[src/rtl/core/vtv_pkg.sv]
// ----------------------------------------------------------------------------
// vtv_pkg
// Shared types and constants of the vertex transform and viewport unit.
// ----------------------------------------------------------------------------
`default_nettype none
package vtv_pkg;

  localparam int unsigned FRAC_BITS_DEF = 16;
  localparam int unsigned DATA_W        = 32;
  localparam int unsigned OP_W          = 34;
  localparam int unsigned PIX_W         = 16;
  localparam int unsigned SIZE_W        = 13;
  localparam int unsigned CFG_IDX_W     = 1;

  localparam logic [CFG_IDX_W-1:0] CFG_FRAME_WIDTH  = 1'b0;
  localparam logic [CFG_IDX_W-1:0] CFG_FRAME_HEIGHT = 1'b1;

  localparam logic [SIZE_W-1:0] FRAME_WIDTH_RST  = 13'd128;
  localparam logic [SIZE_W-1:0] FRAME_HEIGHT_RST = 13'd64;

  localparam logic KIND_WRITE  = 1'b0;
  localparam logic KIND_VERTEX = 1'b1;
  localparam logic SEL_MODELVIEW  = 1'b0;
  localparam logic SEL_PROJECTION = 1'b1;

  typedef enum logic [3:0] {
    ST_IDLE,
    ST_CMUL,
    ST_CACC,
    ST_CWR,
    ST_VMUL,
    ST_VACC,
    ST_VWR,
    ST_CHK,
    ST_DSTART,
    ST_DWAIT,
    ST_PXMUL,
    ST_PXWR,
    ST_PYMUL,
    ST_PYWR,
    ST_DONE
  } vtv_state_e;

  typedef struct packed {
    logic mul_en;
    logic acc_en;
    logic acc_clr;
  } mac_ctrl_t;

endpackage
`default_nettype wire

[src/rtl/core/vtv_mac.sv]
// ----------------------------------------------------------------------------
// vtv_mac
// Shared multiplier with floor-shift accumulator and pixel scaling outputs.
// ----------------------------------------------------------------------------
`default_nettype none
module vtv_mac
  import vtv_pkg::*;
#(
  parameter int unsigned FRAC_BITS = FRAC_BITS_DEF
) (
  input  wire logic                     clk_i,
  input  wire logic                     rst_ni,
  input  wire mac_ctrl_t                ctrl_i,
  input  wire logic signed [OP_W-1:0]   a_i,
  input  wire logic signed [OP_W-1:0]   b_i,
  output logic signed [DATA_W-1:0]      dot_o,
  output logic signed [PIX_W-1:0]       pix_o
);

  localparam int unsigned PROD_W = 2 * OP_W;
  localparam int unsigned ACC_W  = 2 * DATA_W + 2 - FRAC_BITS;
  localparam int unsigned SH     = FRAC_BITS + 1;

  logic signed [PROD_W-1:0] prod_q;
  logic signed [ACC_W-1:0]  acc_q, acc_d;
  logic signed [PROD_W-1:0] prod_sh;
  logic signed [PROD_W-1:0] prod_bias;
  logic signed [PROD_W-1:0] pix_full;

  always_ff @(posedge clk_i) begin
    if (ctrl_i.mul_en) begin
      prod_q <= a_i * b_i;
    end
  end

  assign prod_sh = prod_q >>> FRAC_BITS;

  always_comb begin
    acc_d = acc_q;
    if (ctrl_i.acc_clr) begin
      acc_d = '0;
    end else if (ctrl_i.acc_en) begin
      acc_d = acc_q + prod_sh[ACC_W-1:0];
    end
  end

  always_ff @(posedge clk_i or negedge rst_ni) begin
    if (!rst_ni) begin
      acc_q <= '0;
    end else begin
      acc_q <= acc_d;
    end
  end

  always_comb begin
    if (acc_q[ACC_W-1:DATA_W-1] == '0 || acc_q[ACC_W-1:DATA_W-1] == '1) begin
      dot_o = acc_q[DATA_W-1:0];
    end else if (acc_q[ACC_W-1]) begin
      dot_o = {1'b1, {(DATA_W-1){1'b0}}};
    end else begin
      dot_o = {1'b0, {(DATA_W-1){1'b1}}};
    end
  end

  assign prod_bias = prod_q[PROD_W-1] ?
                     prod_q + {{(PROD_W-SH){1'b0}}, {SH{1'b1}}} : prod_q;
  assign pix_full  = prod_bias >>> SH;

  always_comb begin
    if (pix_full[PROD_W-1:PIX_W-1] == '0 || pix_full[PROD_W-1:PIX_W-1] == '1) begin
      pix_o = pix_full[PIX_W-1:0];
    end else if (pix_full[PROD_W-1]) begin
      pix_o = {1'b1, {(PIX_W-1){1'b0}}};
    end else begin
      pix_o = {1'b0, {(PIX_W-1){1'b1}}};
    end
  end

endmodule
`default_nettype wire

[config.mk]
export PLATFORM = sky130hd
export DESIGN_NAME = vtv_mac
export DESIGN_NICKNAME = d
export VERILOG_FILES = /design/src/rtl/core/vtv_pkg.sv /design/src/rtl/core/vtv_mac.sv
export SDC_FILE = /design/constraint.sdc
export NUM_CORES = 2
export LEC_CHECK = 0
export BUFFER_PORTS_ARGS = -buffer_cell sky130_fd_sc_hd__buf_2
export CORE_UTILIZATION = 56
export CTS_BUF_LIST = sky130_fd_sc_hd__clkbuf_16
export CTS_CLUSTER_SIZE = 25
export DETAILED_ROUTE_END_ITERATION = 10
export GPL_TIMING_DRIVEN = 0
export PLACE_DENSITY = 0.73
export SYNTH_ARGS = -nofsm -noshare
export SYNTH_HDL_FRONTEND = slang
export SYNTH_SLANG_ARGS = --single-unit
export TNS_END_PERCENT = 5
[constraint.sdc]
create_clock -name clk_i -period 8.6 [get_ports clk_i]
set_input_delay 1.29 -clock clk_i [delete_from_list [all_inputs] [get_ports clk_i]]
set_output_delay 1.29 -clock clk_i [all_outputs]
set_load 0.05 [all_outputs]
==> results.json <==
{
  "cts.path.max_buffers": 2,
  "synth_top_cell_area_share": 0.501,
  "dp_cells": 6595,
  "drt_iter0_markers": 3891,
  "grt_remaining_overflow": 0,
  "place_ws_ps": -2520,
  "synth_enable_flop_cells": 68,
  "die_w_um": 300,
  "grt_first_pass_wirelength_um": 266000,
  "portBuffers": 114,
  "die_h_um": 300,
  "critPathArrivalTime_ps": 8810,
  "ys_types": 76,
  "start_util": 0.569,
  "whs_ps": 579,
  "detailedRoute.firstPassIterationCount": 7,
  "synth_most_common_cell": "fa_1",
  "worst_slew_margin_rel": 0.230,
  "syn_inst": 5326,
  "setup.worst_path.end_class": "flip-flop",
  "detailed_place_hpwl_um": 150000,
  "io_pins": 121,
  "outcome": "finished with violations",
  "area_of_the_mapped_netlist_sq_um": 49700,
  "standard_cell_core_area_sq_um": 87300,
  "area_growth_pct": 9.74,
  "seq_area_frac_synth": 0.0663,
  "detailroute.via_count": 39000,
  "fin_ws_ps": -17.7,
  "post_drt_wl_per_cell_um": 27.3,
  "cts_num_sinks": 118,
  "final-max-slew-violation-count": 0,
  "synth.area.top_cells": "fa_1, inv_1, and2_1",
  "detail_route.drc_violations": 0,
  "finalWorstPathRequiredPeriod_ps": 8620,
  "worstPathRequired_ps": 8790,
  "grtUsageTotal": 0.413,
  "cts_tree": "yes",
  "detail_route.vias_per_cell": 5.85,
  "num-nets-final": 7060,
  "fill_cells": 7479,
  "grt_max_degree": 69,
  "violated_checks": "negative setup slack",
  "category_of_the_worst_setup_path_launch_point": "primary input",
  "fin_crit_sh": 1.00,
  "grt_pass1_vias": 40700,
  "detail-route-antenna-nets": 0,
  "max_slew.worst_pin.slew_ps": 1140,
  "fin_worst_skew_ps": 7.86,
  "top_post_synthesis_cells_by_count": "fa_1, inv_1, and2_1, nand2_1, ha_1",
  "postSynthAreaPerCell_sq_um": 9.32,
  "rsz0062_at_grt": "true",
  "synth-seq-cells": 118,
  "timing.final.setup_violations": 1,
  "drv_cap": 0,
  "count_of_hold_buffers_inserted_by_post_cts_repair": 0,
  "synth_flop_cell": "edfxtp_1",
  "final_cells": 6669,
  "synth_top_cell_by_area": "fa_1",
  "async_flop_share": 0.424,
  "tritoncts.num_buffers": 17,
  "floorplan.die_area_sq_um": 89900,
  "h-tree-depth": 4,
  "gp_congestion": 1.08,
  "highest_net_fanout_along_the_worst_path": 10,
  "route.final.wire_length_um": 182000,
  "cts.root.buffer_cell": "clkbuf_16",
  "proportion_of_layout_cells_with_a_drive_suffix_above_1": 0.0974,
  "timing_hold_violations_final": 0,
  "ys_warn_count": 0,
  "hold_path.class": "reg -> reg",
  "antenna_found_initial": 17,
  "timing.fmax_mhz": 116,
  "worstSetupPathType": "in -> reg",
  "clk_pin_slew_worst_paths_ps": 60,
  "mappedNetlistNets": 6894,
  "worst_skew_pair.late_latency_ps": 440,
  "core.rowCount": 108
}
[state kept, by name (all words and copies together) (netlist names)]
register and count:
prod_q 68, acc_q 50
[critical path: stages]
cell and delay, ps:
buf_2 340, buf_4 340, nand2_1 130, fa_1 500
inv_1 100, fa_1 400, inv_1 70, fa_1 440
fa_1 620, inv_1 70, ha_1 380, fa_2 490
fa_1 550, inv_1 60, fa_2 680, inv_2 80
ha_4 190, a211oi_4 210, nand2_2 90, o311a_4 400
o311ai_4 350, o311ai_4 170, a211o_1 360, a31oi_4 250
o31ai_4 80, xor2_1 160
[through the flow]
stage                util  instance area [sq um]  setup TNS (ps)
floorplan               -                  49700           -47.3
global placement    0.592                  51700          -64310
detailed placement  0.592                  51700          -60740
CTS                 0.609                  53200            -350
global route        0.624                  54500            -473
finish              0.624                  54500           -17.7
[per-layer routing]
metal	up-vias	wire length, um	global-route usage
met5	-	107	0
met4	16	10100	0.197
met3	516	24700	0.145
met2	2337	77500	0.607
met1	19900	69700	0.548
li1	16200	-	-
[layout make-up]
class	count	area, sq um	share of cell area
timing repair buffer	157	1080	0.0198
tap	1155	1450	0.0265
inverter	1236	4650	0.0853
buffer	240	2040	0.0374
multi-input combinational	3722	41400	0.760
clock buffer	17	425	0.00781
sequential	118	3290	0.0604
antenna	9	22.5	0.000413
clock inverter	15	131	0.00241
[cells by family (layout without fill, tap and decap cells)]
family          after synthesis  after routing  share of synthesized area
buf+inv                    1486           1665                      0.113
compound gates              460            460                     0.0608
fa+ha+maj                  1495           1495                      0.564
xor+xnor                    143            143                     0.0252
simple gates               1581           1581                      0.162
other cells                   0              9                          0
flops                       118            118                     0.0663
mux                          43             43                    0.00869
[cells in the final DEF (no fill, tap or decap), types with 9 or more instances in the layout]
cell type	instances
xor2_1	43
nor2_1	143
and2_1	612
o21bai_1	21
nand2_1	602
ha_1	237
diode_2	9
clkbuf_1	43
a21oi_2	10
a31oi_1	17
buf_12	20
a21o_1	98
buf_8	11
buf_2	98
and4_1	10
mux2i_1	42
clkbuf_2	38
xnor2_1	100
fa_2	35
dfrtp_1	50
fa_1	1207
edfxtp_1	68
and3_1	17
buf_4	80
nand3_1	36
nor4_1	17
o21a_1	14
inv_1	1216
nand4_1	30
a211oi_1	20
ha_2	9
o21ai_0	69
buf_6	52
nor3_1	22
clkbuf_4	43
or3_1	9
inv_2	17
a21oi_1	108
nand2b_1	22
clkbuf_16	22
[timing repair]
action                                  4_1_cts  5_1_grt
pin swaps                                    14       62
resized for setup                           323      568
gates cloned                                  0        4
buffers inserted                              9       30
endpoints found under the setup margin       38       26
[worst paths after layout]
kind	from	end	slack, ps	cells after the start
worst min register to register	acc_q[17]	acc_q[17]	580	2
min in group asynchronous	rst_ni	acc_q[14]	1080	1
worst max-delay path	a_i[5]	prod_q[58]	-20	26
worst min-delay path	acc_q[17]	acc_q[17]	580	2
max in group asynchronous	rst_ni	acc_q[39]	6810	1
worst max register to register	prod_q[22]	acc_q[49]	4140	11
Power is not shown: default switching activity piles up to over one toggle a cycle in this logic, so the estimate is an artifact.
