===== config.mk =====
export PLATFORM = sky130hd
export DESIGN_NAME = vtv_div
export DESIGN_NICKNAME = d
export VERILOG_FILES = /design/src/rtl/core/vtv_pkg.sv /design/src/rtl/core/vtv_div.sv
export SDC_FILE = /design/constraint.sdc
export NUM_CORES = 1
export LEC_CHECK = 0
export ABC_AREA = 1
export BUFFER_PORTS_ARGS = -buffer_cell sky130_fd_sc_hd__buf_2
export CAP_MARGIN = 20
export CORE_MARGIN = 2
export CORE_UTILIZATION = 34
export CTS_BUF_LIST = sky130_fd_sc_hd__clkbuf_8 sky130_fd_sc_hd__clkbuf_16
export CTS_CLUSTER_SIZE = 30
export DETAILED_ROUTE_END_ITERATION = 8
export PLACE_DENSITY_LB_ADDON = 0.25
export RECOVER_POWER = 25
export SKIP_LAST_GASP = 1
export SYNTH_ARGS = -nofsm -noshare
export SYNTH_HDL_FRONTEND = slang
export SYNTH_SLANG_ARGS = --single-unit

===== constraint.sdc =====
create_clock -name clk_i -period 4.4 [get_ports clk_i]
set_input_delay 0.88 -clock clk_i [delete_from_list [all_inputs] [get_ports clk_i]]
set_output_delay 0.88 -clock clk_i [all_outputs]
set_load 0.02 [all_outputs]

===== src/rtl/core/vtv_pkg.sv =====
// ----------------------------------------------------------------------------
// vtv_pkg
// Shared types and constants of the vertex transform and viewport unit.
// ----------------------------------------------------------------------------
`default_nettype none
package vtv_pkg;

  localparam int unsigned FRAC_BITS_DEF = 16;
  localparam int unsigned DATA_W        = 32;
  localparam int unsigned OP_W          = 34;
  localparam int unsigned PIX_W         = 16;
  localparam int unsigned SIZE_W        = 13;
  localparam int unsigned CFG_IDX_W     = 1;

  localparam logic [CFG_IDX_W-1:0] CFG_FRAME_WIDTH  = 1'b0;
  localparam logic [CFG_IDX_W-1:0] CFG_FRAME_HEIGHT = 1'b1;

  localparam logic [SIZE_W-1:0] FRAME_WIDTH_RST  = 13'd128;
  localparam logic [SIZE_W-1:0] FRAME_HEIGHT_RST = 13'd64;

  localparam logic KIND_WRITE  = 1'b0;
  localparam logic KIND_VERTEX = 1'b1;
  localparam logic SEL_MODELVIEW  = 1'b0;
  localparam logic SEL_PROJECTION = 1'b1;

  typedef enum logic [3:0] {
    ST_IDLE,
    ST_CMUL,
    ST_CACC,
    ST_CWR,
    ST_VMUL,
    ST_VACC,
    ST_VWR,
    ST_CHK,
    ST_DSTART,
    ST_DWAIT,
    ST_PXMUL,
    ST_PXWR,
    ST_PYMUL,
    ST_PYWR,
    ST_DONE
  } vtv_state_e;

  typedef struct packed {
    logic mul_en;
    logic acc_en;
    logic acc_clr;
  } mac_ctrl_t;

endpackage
`default_nettype wire


===== src/rtl/core/vtv_div.sv =====
// ----------------------------------------------------------------------------
// vtv_div
// Bit-serial restoring divider: (num << FRAC_BITS) / den, truncated, saturated.
// ----------------------------------------------------------------------------
`default_nettype none
module vtv_div
  import vtv_pkg::*;
#(
  parameter int unsigned FRAC_BITS = FRAC_BITS_DEF
) (
  input  wire logic                     clk_i,
  input  wire logic                     rst_ni,
  input  wire logic                     start_i,
  input  wire logic signed [DATA_W-1:0] num_i,
  input  wire logic signed [DATA_W-1:0] den_i,
  output logic                          done_o,
  output logic signed [DATA_W-1:0]      quo_o
);

  localparam int unsigned NUM_W = DATA_W + FRAC_BITS;
  localparam int unsigned CNT_W = $clog2(NUM_W + 1);

  logic [NUM_W-1:0]  sh_q, sh_n;
  logic [DATA_W-1:0] rem_q, rem_n, dm_q;
  logic [DATA_W:0]   rem_sh;
  logic              ge;
  logic [CNT_W-1:0]  cnt_q;
  logic              neg_q, done_q;
  logic [DATA_W-1:0] num_mag, den_mag;
  logic signed [DATA_W-1:0] quo_q, quo_d;

  assign num_mag = num_i[DATA_W-1] ? DATA_W'(-num_i) : num_i;
  assign den_mag = den_i[DATA_W-1] ? DATA_W'(-den_i) : den_i;

  assign rem_sh = {rem_q, sh_q[NUM_W-1]};
  assign ge     = rem_sh >= {1'b0, dm_q};
  assign rem_n  = ge ? DATA_W'(rem_sh - {1'b0, dm_q}) : rem_sh[DATA_W-1:0];
  assign sh_n   = {sh_q[NUM_W-2:0], ge};

  always_comb begin
    if (neg_q) begin
      if (sh_n[NUM_W-1:DATA_W] != '0 || (sh_n[DATA_W-1] && sh_n[DATA_W-2:0] != '0)) begin
        quo_d = {1'b1, {(DATA_W-1){1'b0}}};
      end else begin
        quo_d = DATA_W'(-sh_n[DATA_W-1:0]);
      end
    end else begin
      if (sh_n[NUM_W-1:DATA_W-1] != '0) begin
        quo_d = {1'b0, {(DATA_W-1){1'b1}}};
      end else begin
        quo_d = sh_n[DATA_W-1:0];
      end
    end
  end

  always_ff @(posedge clk_i or negedge rst_ni) begin
    if (!rst_ni) begin
      cnt_q  <= '0;
      done_q <= 1'b0;
    end else begin
      done_q <= 1'b0;
      if (start_i) begin
        cnt_q <= CNT_W'(NUM_W);
      end else if (cnt_q != '0) begin
        cnt_q <= cnt_q - 1'b1;
        if (cnt_q == CNT_W'(1)) begin
          done_q <= 1'b1;
        end
      end
    end
  end

  always_ff @(posedge clk_i) begin
    if (start_i) begin
      sh_q  <= {num_mag, {FRAC_BITS{1'b0}}};
      rem_q <= '0;
      dm_q  <= den_mag;
      neg_q <= num_i[DATA_W-1] ^ den_i[DATA_W-1];
    end else if (cnt_q != '0) begin
      sh_q  <= sh_n;
      rem_q <= rem_n;
      if (cnt_q == CNT_W'(1)) begin
        quo_q <= quo_d;
      end
    end
  end

  assign done_o = done_q;
  assign quo_o  = quo_q;

endmodule
`default_nettype wire


==> out/summary.txt, run 1 <==
====================================================================================
Root Buffer Master                                                      sky130_fd_sc_hd__clkbuf_16
Status                                                                  finished, violations left
Share of flip-flops with an asynchronous set or reset after synthesis         4.605%
Highest Clock Rate                                                         269.6 MHz
Filler Cells Inserted                                                          3,135
Area of the die                                                         0.03194 sq mm
TritonRoute pass-1 iters                                                           5
Proportion of power drawn by flip-flops and latches                            31.7%
Multiplexer fraction of the synthesized cell area                                 0%
Port Buffers                                                                      99
Post-DRT Antenna Nets                                                              0
Unrepaired setup endpoints after global routing                                   no
Relative area change from synthesis to final layout                           13.87%
Register-to-register setup slack                                             0.72 ns
Setup crit end kind                                                         register
Final instance area                                                     0.01182 sq mm
Internal Dissipation                                                      0.003416 W
Worst Tran Pin Value                                                        2.925 ns
Antenna diode count                                                                0
Die Y-Extent                                                            178.7 microns
Switch share                                                                  43.70%
Core outline area                                                       0.02987 sq mm
Clock sink count                                                                 152
Max Buffers Root-to-Sink                                                           2
Largest clock skew in the final design                                    0.02071 ns
Worst Path Required                                                          4.66 ns
Worst-skew pair later-pin latency                                            0.44 ns
Global router's overall resource usage                                        18.42%
Dpl cell area                                                           0.01124 sq mm
Worst Hold Margin                                                          0.3528 ns
DP Wirelength                                                               21.48 mm
Per-instance average area after synthesis                                7.393 sq um
Sum of negative setup slack                                                     0 ns
Violated checks                                                         capacitance limit, slew limit
Arrival time at the worst endpoint                                           3.97 ns
Number of DRC markers after the initial detailed-route iteration                 756
Distinct cell type count of the synthesized netlist                               48
Horiz. Die Dim                                                          178.7 microns
Cell Pwr Density                                                        513.3 mW/mm^2
Final Hold Viols                                                                   0
Largest fanout on the critical path                                               54
Complex-gate fraction of the synthesized area                                 16.00%
Worst rel slew slack                                                         -95.02%
Remaining DRCs                                                                     0
Comb pwr share                                                                 43.8%
Htree depth                                                                        4
Net Sw Power                                                              0.002651 W
Post-detailed-routing wire length                                           28.61 mm
CTS Buf Count                                                                     17
Ys flop type                                                            sky130_fd_sc_hd__edfxtp_1
Number of cell rows                                                               63
Number of instances resized during post-cts repair                                 0
Average wire per standard cell                                          15.08 microns
Max-slew violation count                                                          89
Leakage power                                                               5.152 nW
Gate count of the mapped netlist                                               1,404
Max VDD drop                                                             0.0002908 V
Category of the worst setup path launch point                             input port
Hold-fix buffers at CTS                                                            0
HP Class                                                                    in2async
Vias in the first global route                                                 9,082
Number of synthesized flops with an enable pin                                    97
Setup violations, final                                                            0
Time the worst path needs with I/O delays and setup                         3.710 ns
Max-cap viol count                                                                 2
Portion of total power attributed to the clock network                         24.5%
Clock slew seen by the registers of the worst setup and hold paths           0.08 ns
Xor and xnor fraction of the mapped netlist area                              5.653%
Simple-Gate Fraction of Synth Area                                            25.34%
Boundary Pins                                                                    100
Layout cell share with drive strength beyond 1                                10.88%
GP Congestion                                                                 0.9481
Post-CTS setup buffers                                                             0
Synthesized area                                                        0.01038 sq mm
Adder and majority gate portion of the synthesized area                       4.773%
#FFs+latches synth                                                               152
Tcrit/Tclk final                                                              84.31%
Pin count of the biggest net entering global routing                              57
CTS tree                                                                         yes
# nets final                                                                   1,600
Remaining global-route overflow                                                    0
Detailed-route vias per instance                                               5.020
Total nets after synthesis                                                     1,510
Fraction of the yosys area taken by sequential cells                          39.01%
Yosys warning total                                                                0
Wire length of the first global-routing pass                                46.44 mm
Dominant combinational cell family by area after synthesis              simple AND/OR/NAND/NOR gates
Type of the worst setup path                                                  in2reg
Starting density of the core                                                  34.74%
Initial antenna violation count                                                    1
Vias after detailed routing                                                    9,523
====================================================================================
layout make-up:
cell class / instances / area [sq um] / share of cell area (%)
clock buffer: 17 / 425.4 / 3.599
inverter: 205 / 774.5 / 6.552
tap: 390 / 488.0 / 4.128
sequential: 152 / 4049 / 34.25
multi-input combinational: 1012 / 5385 / 45.56
timing repair buffer: 106 / 520.5 / 4.404
clock inverter: 15 / 177.7 / 1.503
power by group through the flow:
stage / Clock, W / Combinational (W) / Sequential (W)
2_1_floorplan: 0 / 0.00206 / 0.00190
3_3_place_gp: 0 / 0.00264 / 0.00195
3_5_place_dp: 0 / 0.00263 / 0.00195
4_1_cts: 0.00151 / 0.00265 / 0.00192
5_1_grt: 0.00158 / 0.00300 / 0.00195
6_report: 0.00148 / 0.00266 / 0.00192
cell usage in the layout (no fill, tap or decap), drive strengths merged, types with 5 or more instances in the layout:
cell type and count:
o21bai 9, o22ai 29, a21oi 91, ha 38, dfrtp 7, edfxtp 97
inv 206, dfxtp 48, o31ai 5, buf 78, nor3 36, nor2 155
xor2 44, nand4 21, nand2 287, or2 7, clkinv 11, o21ai 154
a31oi 7, clkbuf 45, nor4 14, nand3 78, xnor2 23
Yosys cell counts, types with 2 or more instances:
library cell               count  area, sq um
sky130_fd_sc_hd__nand2_1     280         1051
sky130_fd_sc_hd__inv_1       193        724.4
sky130_fd_sc_hd__nor2_1      140        525.5
sky130_fd_sc_hd__o21ai_0     131        655.6
sky130_fd_sc_hd__edfxtp_1     97         2913
sky130_fd_sc_hd__a21oi_1      85        425.4
sky130_fd_sc_hd__nand3_1      73        365.4
sky130_fd_sc_hd__dfxtp_1      48        960.9
sky130_fd_sc_hd__xor2_1       44        385.4
sky130_fd_sc_hd__ha_1         38        475.5
sky130_fd_sc_hd__nor3_1       34        170.2
sky130_fd_sc_hd__o22ai_1      29        181.4
sky130_fd_sc_hd__clkbuf_1     25        93.84
sky130_fd_sc_hd__xnor2_1      23        201.4
sky130_fd_sc_hd__o21ai_1      22        110.1
sky130_fd_sc_hd__nand4_1      21        131.4
sky130_fd_sc_hd__nor4_1       13        81.33
sky130_fd_sc_hd__nor2_2       12        75.07
sky130_fd_sc_hd__o21bai_1      9        67.56
sky130_fd_sc_hd__a31oi_1       7        43.79
sky130_fd_sc_hd__dfrtp_1       7        175.2
sky130_fd_sc_hd__a21oi_2       6        52.55
sky130_fd_sc_hd__inv_2         6        22.52
sky130_fd_sc_hd__nand2_2       6        37.54
sky130_fd_sc_hd__or2_2         6        37.54
sky130_fd_sc_hd__buf_6         5        56.30
sky130_fd_sc_hd__clkinv_1      5        18.77
sky130_fd_sc_hd__nand3_2       5        50.05
sky130_fd_sc_hd__o31ai_1       5        37.54
sky130_fd_sc_hd__a21boi_0      3        22.52
sky130_fd_sc_hd__buf_2         3        15.01
sky130_fd_sc_hd__nor2_4        3        33.78
sky130_fd_sc_hd__o211ai_1      3        22.52
sky130_fd_sc_hd__nor3_2        2        20.02
sky130_fd_sc_hd__o221ai_1      2        17.52
metal layers:
layer / global-route usage, % / routed length [microns] / up-vias
li1: - / - / 4885
met5: 0 / 0 / -
met4: 5.047 / 388 / 0
met1: 26.27 / 14300 / 4371
met3: 2.290 / 1011 / 27
met2: 29.36 / 12920 / 240
logic make-up (layout without fill, tap and decap cells):
logic type	after synthesis	in the layout
AOI/OAI and AO/OA	305	305
DFF	152	152
buffers and inverters	240	343
and+or+nand+nor	601	601
adders and majority gates	39	39
xor gates and xnor gates	67	67
flip-flops by register name, summed over array words and instances, names as in the netlist:
name and cells:
cnt_q 6, dm_q 32, done_o 1, neg_q 1, quo_o 32, rem_q 32, sh_q 48
through the flow:
stage | cells | utilization, % | setup WS [ns] | power, W
finish | 1897 | 39.57 | 0.6903 | 0.006067
global route | 1897 | 39.57 | 0.3320 | 0.006541
CTS | 1896 | 39.63 | 0.7470 | 0.006081
detailed placement | 1864 | 37.61 | 0.7864 | 0.004579
global placement | 1864 | 37.61 | 0.8977 | 0.004590
floorplan | 1404 | - | 1.133 | 0.003964
path summary, 6_finish.rpt:
kind | startpoint | end | cells past startpoint
setup / recovery | start_i | sh_q[21] | 4
hold / removal | rst_ni | done_o | 1
setup reg to reg | dm_q[16] | quo_o[8] | 21
hold reg to reg | rem_q[14] | rem_q[14] | 2
max in group asynchronous | rst_ni | cnt_q[3] | 1
min in group clk_i | rem_q[14] | rem_q[14] | 2
worst max-delay path, cell delays in order:
cell	delay [ns]
sky130_fd_sc_hd__clkbuf_1	0.23
sky130_fd_sc_hd__clkbuf_1	2.12
sky130_fd_sc_hd__o21ai_0	0.49
sky130_fd_sc_hd__o22ai_1	0.25
Power figures use the tool's default switching activity.
==> inputs of run 2 (changes only) <==
==> constraint.sdc (replaced) <==
create_clock -name clk_i -period 3.5 [get_ports clk_i]
set_input_delay 0.7 -clock clk_i [delete_from_list [all_inputs] [get_ports clk_i]]
set_output_delay 0.7 -clock clk_i [all_outputs]
set_load 0.02 [all_outputs]
==> run 2 against run 1 <==
Effect of this change:
- the run now ends clean
- critical path depth is 19 higher
- via count rose by 2.8%
- cell area rose by 6.0%
==> out/summary.txt, run 2 (same netlist as run 1, synthesis figures left out) <==
=====================================================================================
Die Y-Extent                                                             178.7 microns
Max-cap viol count                                                                  0
Busiest layer in global routing                                                  met2
Status                                                                   finished, final reports clean
Type of the worst setup path                                                  reg2reg
GP Congestion                                                                  0.9474
Wire length of the first global-routing pass                                 46.26 mm
Layout cell share with drive strength beyond 1                                 17.86%
Most frequent cell on the critical path                                  sky130_fd_sc_hd__nand2_1
Boundary Pins                                                                     100
Port Buffers                                                                       99
Worst Tran Pin Value                                                         1.356 ns
Dpl cell area                                                            0.01133 sq mm
HP Class                                                                     in2async
Setup violations, final                                                             0
Standard cell with the maximum stage delay on the critical path          sky130_fd_sc_hd__edfxtp_1
Detailed-route vias per instance                                                5.088
Initial antenna violation count                                                     0
Vias after detailed routing                                                     9,790
Root Buffer Master                                                       sky130_fd_sc_hd__clkbuf_16
Leading cell types in the layout, fill and taps excluded                 257 x sky130_fd_sc_hd__nand2_1, 183 x sky130_fd_sc_hd__inv_1, 138 x sky130_fd_sc_hd__nor2_1
Post-DRT Antenna Nets                                                               0
CTS tree                                                                          yes
Pin count of the biggest net entering global routing                               57
Highest Clock Rate                                                          297.3 MHz
Placed insts                                                                    1,875
Filler-free cell count of the finished design                                   1,924
Number of cell rows                                                                63
DP Wirelength                                                                21.55 mm
Number of DRC markers after the initial detailed-route iteration                  625
Worst rel slew slack                                                           9.593%
Cell Pwr Density                                                         657.7 mW/mm^2
CTS Buf Count                                                                      17
Max VDD drop                                                              0.0004169 V
Register containing the most flip-flops in the final layout                      sh_q
Remaining global-route overflow                                                     0
Final instance area                                                      0.01253 sq mm
Global-route met2 utilization                                                  29.79%
Largest clock skew in the final design                                     0.01715 ns
Most frequent standard cell in the layout excluding fill and tap cells   sky130_fd_sc_hd__nand2_1
GR met3 Demand/Resource                                                        2.057%
Arrival time at the worst endpoint                                            3.65 ns
TritonRoute pass-1 iters                                                            6
Vias in the first global route                                                  9,166
Worst R2R Path Depth                                                               23
Setup crit end kind                                                          register
Area used by multi-input combinational logic                             0.005802 sq mm
Core utilization of the finished layout                                        41.94%
GR Util met1                                                                   25.06%
Filler Cells Inserted                                                           3,053
Category of the worst setup path launch point                                register
Leakage power                                                                5.350 nW
Clock slew seen by the registers of the worst setup and hold paths            0.07 ns
Worst Path Required                                                           3.78 ns
Area of the die                                                          0.03194 sq mm
Stage delay of the slowest cell on the critical path                          0.35 ns
Relative area change from synthesis to final layout                            20.71%
Horiz. Die Dim                                                           178.7 microns
Average wire per standard cell                                           15.09 microns
Worst-skew pair later-pin latency                                             0.44 ns
Cells traversed along the worst timing path                              inv_1, ha_2, a21oi_2, nand2_1, a21oi_2, nand2_1, nor2_4, nand2_4, inv_6, ha_2, nand2_2, nor2_4, nand3_2, inv_2, nand3_2, inv_2, nand2_2, o21ai_4, nand3_4, clkinvlp_4, buf_4, nand2_1, nand2_1
Antenna diode count                                                                 0
Global router's overall resource usage                                         18.04%
Time the worst path needs with I/O delays and setup                          3.363 ns
Max FFs per register                                                               48
Largest fanout on the critical path                                                 7
Core outline area                                                        0.02987 sq mm
FF/Latch Area                                                            0.004049 sq mm
Post-detailed-routing wire length                                            29.04 mm
Hold-fix buffers at CTS                                                             0
Final Hold Viols                                                                    0
Max Buffers Root-to-Sink                                                            2
Clock sink count                                                                  152
Htree depth                                                                         4
Max-slew violation count                                                            0
Remaining DRCs                                                                      0
# nets final                                                                    1,627
Starting density of the core                                                   34.74%
Tcrit/Tclk final                                                               96.10%
=====================================================================================
-- run 2: cell types whose count changed in the layout (fill, tap and decap cells not counted), moves of 8 or more --
cell                       change
sky130_fd_sc_hd__buf_2        +10
sky130_fd_sc_hd__ha_1         -29
sky130_fd_sc_hd__a21oi_2       +8
sky130_fd_sc_hd__nand2_2      +19
sky130_fd_sc_hd__ha_2          +8
sky130_fd_sc_hd__buf_4        +23
sky130_fd_sc_hd__a21oi_1       -9
sky130_fd_sc_hd__inv_1         -9
sky130_fd_sc_hd__inv_2         +9
sky130_fd_sc_hd__clkbuf_1     -11
sky130_fd_sc_hd__nand2_1      -22
sky130_fd_sc_hd__ha_4         +21
-- run 2: final cells by class --
cell class / instances / share of cell area [%]
clock buffers: 17 / 3.395
flip-flops and latches: 152 / 32.31
inverters: 205 / 6.211
multi-input cells: 1012 / 46.31
clock inverters: 15 / 1.588
repair buffers: 133 / 6.291
well taps: 390 / 3.895
-- run 2: layer usage --
| layer | up-vias | part of all wire [%] |
|---|---|---|
| met5 | - | 0 |
| met4 | 0 | 1.8 |
| met3 | 45 | 4.9 |
| met2 | 284 | 47 |
| met1 | 4524 | 46 |
| li1 | 4937 | - |
-- run 2: where the power goes --
part / switching [W] / leakage (nW) / internal (W)
Sequential: 0.000270 / 1.44 / 0.00221
Clock: 0.000891 / 0.298 / 0.00103
Combinational: 0.00234 / 3.61 / 0.00149
-- run 2: stage by stage --
step                      setup TNS, ns  hold WS, ns  worst slack (ns)  total power, W
after CTS                             0       0.1020           0.05082        0.007718
final                                 0       0.1862            0.1365        0.008241
after floorplan                       0       0.4044            0.2334        0.004983
after detailed placement              0       0.4619           0.05414        0.005775
after global placement                0       0.4583            0.1439        0.005769
after global routing            -0.3105       0.2104          -0.05711        0.008852
-- run 2: timing repair --
item,CTS,global route
endpoints found under the setup margin,0,31
setup buffers,0,15
gates resized for setup,0,98
-- run 2: worst paths after layout --
kind,slack [ns],startpoint,end
setup / recovery,0.14,dm_q[28],quo_o[1]
hold / removal,0.19,rst_ni,cnt_q[4]
setup reg to reg,0.14,dm_q[28],quo_o[1]
hold reg to reg,0.47,rem_q[28],rem_q[28]
max in group asynchronous,2.99,rst_ni,cnt_q[3]
min in group clk_i,0.47,rem_q[28],rem_q[28]
-- run 2: worst max-delay path, delay by kind of cell (launching register included) --
family,cells,cell delay (ns)
simple gates,12,1.25
compound gates,3,0.47
flops,1,0.35
buf+inv,6,0.67
fa+ha+maj,2,0.49
